### config.mk
export PLATFORM = sky130hd
export DESIGN_NAME = mouse_packet_cursor_tracker
export DESIGN_NICKNAME = d
export VERILOG_FILES = /design/src/hw/rtl/mpct_pkg.sv /design/src/hw/rtl/mouse_packet_cursor_tracker.sv /design/src/hw/rtl/mpct_packet_asm.sv /design/src/hw/rtl/mpct_cursor.sv
export SDC_FILE = /design/constraint.sdc
export NUM_CORES = 1
export LEC_CHECK = 0
export BUFFER_PORTS_ARGS = -buffer_cell sky130_fd_sc_hd__buf_4
export CAP_MARGIN = 20
export CORE_UTILIZATION = 35
export DETAILED_ROUTE_END_ITERATION = 10
export GPL_TIMING_DRIVEN = 0
export PLACE_DENSITY = 0.63
export SLEW_MARGIN = 20
export SYNTH_ARGS = -nofsm -noshare
export SYNTH_HDL_FRONTEND = slang
export SYNTH_HIERARCHICAL = 1
export SYNTH_SLANG_ARGS = --single-unit
### constraint.sdc
create_clock -name clk_i -period 6 [get_ports clk_i]
set_input_delay 1.2 -clock clk_i [delete_from_list [all_inputs] [get_ports clk_i]]
set_output_delay 1.2 -clock clk_i [all_outputs]
set_load 0.05 [all_outputs]
### src/hw/rtl/mpct_pkg.sv
`timescale 1ns / 1ps
package mpct_pkg;

  localparam int COORD_BITS_DEF = 12;
  localparam int BYTE_W         = 8;
  localparam int BTN_W          = 3;
  localparam int WHEEL_W        = 4;
  localparam int DELTA_W        = 9;
  localparam int SYNC_BIT       = 3;
  localparam int SIGN_X_BIT     = 4;
  localparam int SIGN_Y_BIT     = 5;
  localparam int OVF_X_BIT      = 6;
  localparam int OVF_Y_BIT      = 7;

  localparam int CFG_IDX_W  = 2;
  localparam int CFG_DATA_W = 12;

  localparam logic [CFG_IDX_W-1:0] REG_WHEEL_MODE = 2'd0;
  localparam logic [CFG_IDX_W-1:0] REG_MAX_X      = 2'd1;
  localparam logic [CFG_IDX_W-1:0] REG_MAX_Y      = 2'd2;

  localparam int MAX_X_RST = 1023;
  localparam int MAX_Y_RST = 767;

  // byte slot in the packet
  localparam logic [1:0] POS_FIRST  = 2'd0;
  localparam logic [1:0] POS_THIRD  = 2'd2;
  localparam logic [1:0] POS_FOURTH = 2'd3;

  typedef struct packed {
    logic                      valid;
    logic [BTN_W-1:0]          buttons;
    logic signed [DELTA_W-1:0] dx;
    logic signed [DELTA_W-1:0] dy;
    logic [WHEEL_W-1:0]        wheel;
  } pkt_t;

endpackage

### src/hw/rtl/mouse_packet_cursor_tracker.sv
`timescale 1ns / 1ps
// channel   dir  beat content (lowest bit first)
// s_axis    in   data_byte[7:0]
// m_axis    out  cursor_x, cursor_y, buttons[2:0], wheel[3:0], zero pad
// cfg       in   cfg_idx_i selects wheel_mode / max_x / max_y, cfg_data_i value
//
// one byte per cycle while m_axis is not stalled: input register, packet assembly + cursor add/clamp, output register
// an accepted beat passes the input register, then the output register, before its result (if any) shows on m_axis
// the cursor add/clamp loop closes combinationally around the position registers
// reset clears byte position, cursor (0,0), wheel_mode 0, max 1023 x 767
// m_axis stall holds the output beat; one more byte waits in the input register
module mouse_packet_cursor_tracker #(
  parameter int COORD_BITS = mpct_pkg::COORD_BITS_DEF,
  localparam int FIELD_W   = 2 * COORD_BITS + mpct_pkg::BTN_W + mpct_pkg::WHEEL_W,
  localparam int TDATA_W   = ((FIELD_W + 7) / 8) * 8
) (
  input  logic                              clk_i,
  input  logic                              rst_ni,
  // config write port
  input  logic                              cfg_we_i,
  input  logic [mpct_pkg::CFG_IDX_W-1:0]    cfg_idx_i,
  input  logic [mpct_pkg::CFG_DATA_W-1:0]   cfg_data_i,
  // byte stream in
  input  logic                              s_axis_tvalid,
  output logic                              s_axis_tready,
  input  logic [mpct_pkg::BYTE_W-1:0]       s_axis_tdata,  // data_byte
  // cursor reports out
  output logic                              m_axis_tvalid,
  input  logic                              m_axis_tready,
  output logic [TDATA_W-1:0]                m_axis_tdata   // cursor_x, cursor_y, buttons, wheel
);

  // configuration registers
  logic                  wheel_mode_q;
  logic [COORD_BITS-1:0] max_x_q, max_y_q;

  always_ff @(posedge clk_i or negedge rst_ni) begin
    if (!rst_ni) begin
      wheel_mode_q <= 1'b0;
      max_x_q      <= COORD_BITS'(mpct_pkg::MAX_X_RST);
      max_y_q      <= COORD_BITS'(mpct_pkg::MAX_Y_RST);
    end else if (cfg_we_i) begin
      case (cfg_idx_i)
        mpct_pkg::REG_WHEEL_MODE: wheel_mode_q <= cfg_data_i[0];
        mpct_pkg::REG_MAX_X:      max_x_q      <= COORD_BITS'(cfg_data_i);
        mpct_pkg::REG_MAX_Y:      max_y_q      <= COORD_BITS'(cfg_data_i);
        default: ; // unknown index ignored
      endcase
    end
  end

  // input register
  logic                          in_valid_q;
  logic [mpct_pkg::BYTE_W-1:0]   in_data_q;
  logic                          advance;
  logic                          step;

  // output register
  logic                          out_valid_q;
  logic [TDATA_W-1:0]            out_data_q;

  // the work stage moves when the output register is free or being drained
  assign advance       = !out_valid_q || m_axis_tready;
  assign step          = in_valid_q && advance;
  assign s_axis_tready = !in_valid_q || advance;

  always_ff @(posedge clk_i or negedge rst_ni) begin
    if (!rst_ni) begin
      in_valid_q <= 1'b0;
    end else if (s_axis_tvalid && s_axis_tready) begin
      in_valid_q <= 1'b1;
    end else if (advance) begin
      in_valid_q <= 1'b0;
    end
  end

  always_ff @(posedge clk_i) begin
    if (s_axis_tvalid && s_axis_tready) begin
      in_data_q <= s_axis_tdata;
    end
  end

  // packet assembly
  mpct_pkg::pkt_t pkt;

  mpct_packet_asm u_asm (
    .clk_i        (clk_i),
    .rst_ni       (rst_ni),
    .step_i       (step),
    .byte_i       (in_data_q),
    .wheel_mode_i (wheel_mode_q),
    .pkt_o        (pkt)
  );

  // cursor update
  logic [COORD_BITS-1:0] next_x, next_y;

  mpct_cursor #(
    .COORD_BITS (COORD_BITS)
  ) u_cursor (
    .clk_i    (clk_i),
    .rst_ni   (rst_ni),
    .pkt_i    (pkt),
    .max_x_i  (max_x_q),
    .max_y_i  (max_y_q),
    .next_x_o (next_x),
    .next_y_o (next_y)
  );

  always_ff @(posedge clk_i or negedge rst_ni) begin
    if (!rst_ni) begin
      out_valid_q <= 1'b0;
    end else if (advance) begin
      out_valid_q <= pkt.valid;
    end
  end

  always_ff @(posedge clk_i) begin
    if (advance && pkt.valid) begin
      out_data_q <= TDATA_W'({pkt.wheel, pkt.buttons, next_y, next_x});
    end
  end

  assign m_axis_tvalid = out_valid_q;
  assign m_axis_tdata  = out_data_q;

endmodule

### src/hw/rtl/mpct_packet_asm.sv
`timescale 1ns / 1ps
module mpct_packet_asm (
  input  logic                            clk_i,
  input  logic                            rst_ni,
  input  logic                            step_i,
  input  logic [mpct_pkg::BYTE_W-1:0]     byte_i,
  input  logic                            wheel_mode_i,
  output mpct_pkg::pkt_t                  pkt_o
);

  logic [1:0]                      pos_q, pos_d;
  logic [mpct_pkg::BYTE_W-1:0]     store_q [3];
  logic                            sync_drop;
  logic                            last;
  logic [mpct_pkg::BYTE_W-1:0]     flags;
  logic [mpct_pkg::BYTE_W-1:0]     dy_raw;

  always_comb begin
    sync_drop = (pos_q == mpct_pkg::POS_FIRST) && !byte_i[mpct_pkg::SYNC_BIT];
    last      = wheel_mode_i ? (pos_q == mpct_pkg::POS_FOURTH)
                             : (pos_q >= mpct_pkg::POS_THIRD);
    pos_d     = last ? mpct_pkg::POS_FIRST : pos_q + 2'd1;
    flags     = store_q[0];
    // third byte lands in the same beat that may close a short packet
    dy_raw    = (pos_q == mpct_pkg::POS_THIRD) ? byte_i : store_q[2];

    pkt_o.valid   = step_i && !sync_drop && last &&
                    !flags[mpct_pkg::OVF_X_BIT] && !flags[mpct_pkg::OVF_Y_BIT];
    pkt_o.buttons = flags[mpct_pkg::BTN_W-1:0];
    pkt_o.dx      = {flags[mpct_pkg::SIGN_X_BIT], store_q[1]};
    pkt_o.dy      = {flags[mpct_pkg::SIGN_Y_BIT], dy_raw};
    pkt_o.wheel   = (wheel_mode_i && pos_q == mpct_pkg::POS_FOURTH)
                    ? byte_i[mpct_pkg::WHEEL_W-1:0] : '0;
  end

  always_ff @(posedge clk_i or negedge rst_ni) begin
    if (!rst_ni) begin
      pos_q <= mpct_pkg::POS_FIRST;
    end else if (step_i && !sync_drop) begin
      pos_q <= pos_d;
    end
  end

  always_ff @(posedge clk_i) begin
    if (step_i && !sync_drop && pos_q != mpct_pkg::POS_FOURTH) begin
      store_q[pos_q] <= byte_i;
    end
  end

endmodule

### src/hw/rtl/mpct_cursor.sv
`timescale 1ns / 1ps
module mpct_cursor #(
  parameter int COORD_BITS = mpct_pkg::COORD_BITS_DEF
) (
  input  logic                  clk_i,
  input  logic                  rst_ni,
  input  mpct_pkg::pkt_t        pkt_i,
  input  logic [COORD_BITS-1:0] max_x_i,
  input  logic [COORD_BITS-1:0] max_y_i,
  output logic [COORD_BITS-1:0] next_x_o,
  output logic [COORD_BITS-1:0] next_y_o
);

  localparam int SUM_W = COORD_BITS + 2;

  logic [COORD_BITS-1:0] pos_x_q, pos_y_q;
  logic signed [SUM_W-1:0] sum_x, sum_y;

  function automatic logic [COORD_BITS-1:0] clamp(
    input logic signed [SUM_W-1:0] v,
    input logic [COORD_BITS-1:0]   limit
  );
    logic [COORD_BITS-1:0] r;
    if (v[SUM_W-1]) begin
      r = '0;
    end else if (v[SUM_W-2:0] > {1'b0, limit}) begin
      r = limit;
    end else begin
      r = v[COORD_BITS-1:0];
    end
    return r;
  endfunction

  always_comb begin
    sum_x    = $signed({2'b00, pos_x_q}) + SUM_W'(pkt_i.dx);
    // mouse counts up as positive, screen counts down
    sum_y    = $signed({2'b00, pos_y_q}) - SUM_W'(pkt_i.dy);
    next_x_o = clamp(sum_x, max_x_i);
    next_y_o = clamp(sum_y, max_y_i);
  end

  always_ff @(posedge clk_i or negedge rst_ni) begin
    if (!rst_ni) begin
      pos_x_q <= '0;
      pos_y_q <= '0;
    end else if (pkt_i.valid) begin
      pos_x_q <= next_x_o;
      pos_y_q <= next_y_o;
    end
  end

endmodule

==> results.cfg <==
[timing]
worstMarginPinSlew_ns = 0.816
skew_ns = 0.0103
period_share_pct = 89.0
slew_headroom_pct = 45.3
fin_hold_ws_ns = 0.496
hold_viol_final = 0
setup_ws_ns = 0.658
report.final.slew_viol_count = 0
post-route-min-period_ns = 5.34
tns_ns = 0
rsz0062_at_grt = no
max_freq_ghz = 0.187
setup_viol = 0

[critical_path]
end_kind = flop
crit_buf_inv = 4
crit_family = compound AO/OA/AOI/OAI gates
slowest_delay_ns = 0.42
cp.arrival_ns = 5.50
start_kind = flop
criticalPathCategory = flop to flop
crit_cells = 20
r2r_slack_ns = 0.66
crit_slowest_cell = dfrtp_1
critPathMaxFanout = 10
path_cells = inv_1, ha_1, buf_6, mux2_2, inv_1, ha_1, a211o_2, o31ai_1, a2111o_1, nand2b_1, xnor2_1, ha_1, and3_1, a221oi_1, a22oi_1, nor4b_4, nor2_4, buf_6, mux2i_1, nor2_1
critPathMostFrequentCell = ha_1
rr_worst_depth = 20
cp.required_ns = 6.16

[yosys]
synth-compound-area-share_pct = 11.8
async_flop_share_pct = 46.1
synth.area.mux_share_pct = 10.8
synthSimpleGateAreaFrac_pct = 9.71
netlist_top_cells_area = edfxtp_1 (29%), dfrtp_1 (13%), ha_1 (10%)
synth_edf_count = 62
syn-num-nets = 610
synth-xor-area-share_pct = 2.55
synth_ff_type = edfxtp_1
synth-seq-cells = 115
seq_area_frac_synth_pct = 49.2
synthAdderAreaFrac_pct = 11.0
synth.distinct_cells = 68
syn_inst = 527
synth_top_area_share_pct = 28.5
yosys_warnings = 6
synth_top_family_by_area = compound AO/OA/AOI/OAI gates
synth_largest_area_cell = edfxtp_1
synth_area_mm2 = 0.00653
syn_avg_cell_area_um2 = 12.4

[grt]
globalRouteOverflowTotal = 0
met2_usage_pct = 28.8
grt_use_met1_pct = 18.4
grt_max_degree = 54
grt_busiest_layer = met2
grt_pass1_wl_um = 23500
grt_pass1_vias = 4614
antenna_found_initial = 0
grt_util_met3_pct = 3.52
grt.total_usage_pct = 16.0

[place]
gp_congestion = 0.908
port_buffers = 59
dp_hpwl_um = 11000
dp_slack_ns = 0.711
placed_cells = 818

[cts]
clockRootBuffer = clkbuf_16
clock_latency_ns = 0.41
post-cts-setup-buffer-count = 0
tritoncts = done
cts_resized = 0
holdBufCountCts = 0
numCtsBuffers = 17
path_clk_slew_ns = 0.06
h-tree-depth = 4
clkSinkCount = 115
clock_path_buffers = 2

[power_and_ir_drop]
p_clk_share_pct = 22.1
pwr-share-seq_pct = 26.0
pwr-share-comb_pct = 51.9
switchingPower_w = 0.00179
p_leak_nw = 3.56
p_int_w = 0.00275
power_density_mw_per_mm2 = 575
swShare_pct = 39.4
ir_drop_v = 0.000230

[route]
wl_um = 14600
drc = 4
wl_per_cell_um = 17.2
first_iter_violations = 286
postRouteAntennaNets = 0
avgViaCountPerCell = 5.19
vias = 4409
dr.pass1.iters = 9

[run_status]
status = complete, but fails checks
violations = design-rule violations

[final_layout]
fill_cells = 1648
drive_gt1_share_pct = 28.8
layout_common_cells = buf_4 (66), edfxtp_1 (62), ha_1 (54)
n_antenna_cell = 0
nets = 691
final_common_cell = buf_4
final_util_pct = 43.5
layout.cells.non_filler = 850
area_growth_pct = 20.9

[die]
coreArea_mm2 = 0.0181
die_y_um = 139
ios = 61
num_rows = 49
start_util_pct = 36.0
die_w_um = 139
dieArea_mm2 = 0.0192

[worst_hold_path]
hold_path_class = flop to flop
worstHoldPathCells = 1

[job]
drv_cap = 0
worst reg2reg max path: stages, from the launching register on:
cell and delay, ns:
dfrtp_1 0.42, inv_1 0.13, ha_1 0.19, buf_6 0.16, mux2_2 0.34, inv_1 0.09
ha_1 0.28, a211o_2 0.39, o31ai_1 0.38, a2111o_1 0.26, nand2b_1 0.08, xnor2_1 0.24
ha_1 0.30, and3_1 0.18, a221oi_1 0.33, a22oi_1 0.25, nor4b_4 0.41, nor2_4 0.09
buf_6 0.17, mux2i_1 0.30, nor2_1 0.08
synth_stat cells (7+ instances only):
cell,number
nor2_1,41
o2bb2ai_1,19
o21ai_0,10
ha_1,54
edfxtp_1,62
mux2_4,21
nand2_1,10
inv_1,49
mux2_2,13
nor3_1,11
dfrtp_1,34
dfstp_2,19
and3_1,7
mux2i_1,23
a21oi_1,16
xnor2_1,16
buf_4,7
o21a_1,9
power groups by stage:
| stage | clock (W) | sequential, W | combinational, W |
|---|---|---|---|
| floorplan | 0 | 0.00121 | 0.00177 |
| global placement | 0 | 0.00119 | 0.00224 |
| detailed placement | 0 | 0.00119 | 0.00232 |
| CTS | 0.00102 | 0.00118 | 0.00234 |
| global route | 0.00106 | 0.00120 | 0.00260 |
| finish | 0.00100 | 0.00118 | 0.00235 |
registers in the layout, indices dropped and copies added, names as in the netlist:
name	count
in_data_q	8
in_valid_q	1
m_axis_tdata	31
m_axis_tvalid	1
max_x_q	12
max_y_q	12
u_asm/pos_q	2
u_asm/store_q	23
u_cursor/pos_x_q	12
u_cursor/pos_y_q	12
wheel_mode_q	1
through the flow:
step | total power [W] | instance area, µm²
4_1_cts | 0.00454 | 7890
6_report | 0.00454 | 7900
3_5_place_dp | 0.00351 | 7300
3_3_place_gp | 0.00343 | 7260
5_1_grt | 0.00486 | 7900
2_1_floorplan | 0.00297 | 6530
worst paths after layout:
kind | startpoint | to
min | u_cursor/pos_x_q[5] | u_cursor/pos_x_q[5]
max reg2reg | u_asm/pos_q[0] | m_axis_tdata[17]
max | u_asm/pos_q[0] | m_axis_tdata[17]
min reg2reg | u_cursor/pos_x_q[5] | u_cursor/pos_x_q[5]
min in group asynchronous | rst_ni | u_cursor/pos_x_q[2]
max in group asynchronous | rst_ni | max_y_q[11]
kinds of logic after synthesis:
| kind of cell | count (synthesis) |
|---|---|
| flops | 115 |
| simple gates | 113 |
| compound gates | 99 |
| buf+inv | 66 |
| mux | 58 |
| fa+ha+maj | 56 |
| xor+xnor | 19 |
| other cells | 1 |
layout make-up:
type | instances | area, µm² | share of cell area [%]
multi-input cells | 346 | 3020 | 38.3
inverters | 49 | 184 | 2.33
flip-flops and latches | 115 | 3210 | 40.7
clock inverters | 11 | 135 | 1.71
repair buffers | 62 | 473 | 5.99
plain buffers | 17 | 135 | 1.71
well taps | 229 | 287 | 3.63
clock buffers | 21 | 450 | 5.70
routing by layer:
metal / wire length, µm / vias to the layer above
met4: 255 / 0
met1: 6260 / 2194
li1: - / 2091
met3: 533 / 20
met5: 0 / -
met2: 7550 / 104
No activity file was read; power rests on OpenSTA's default activity.
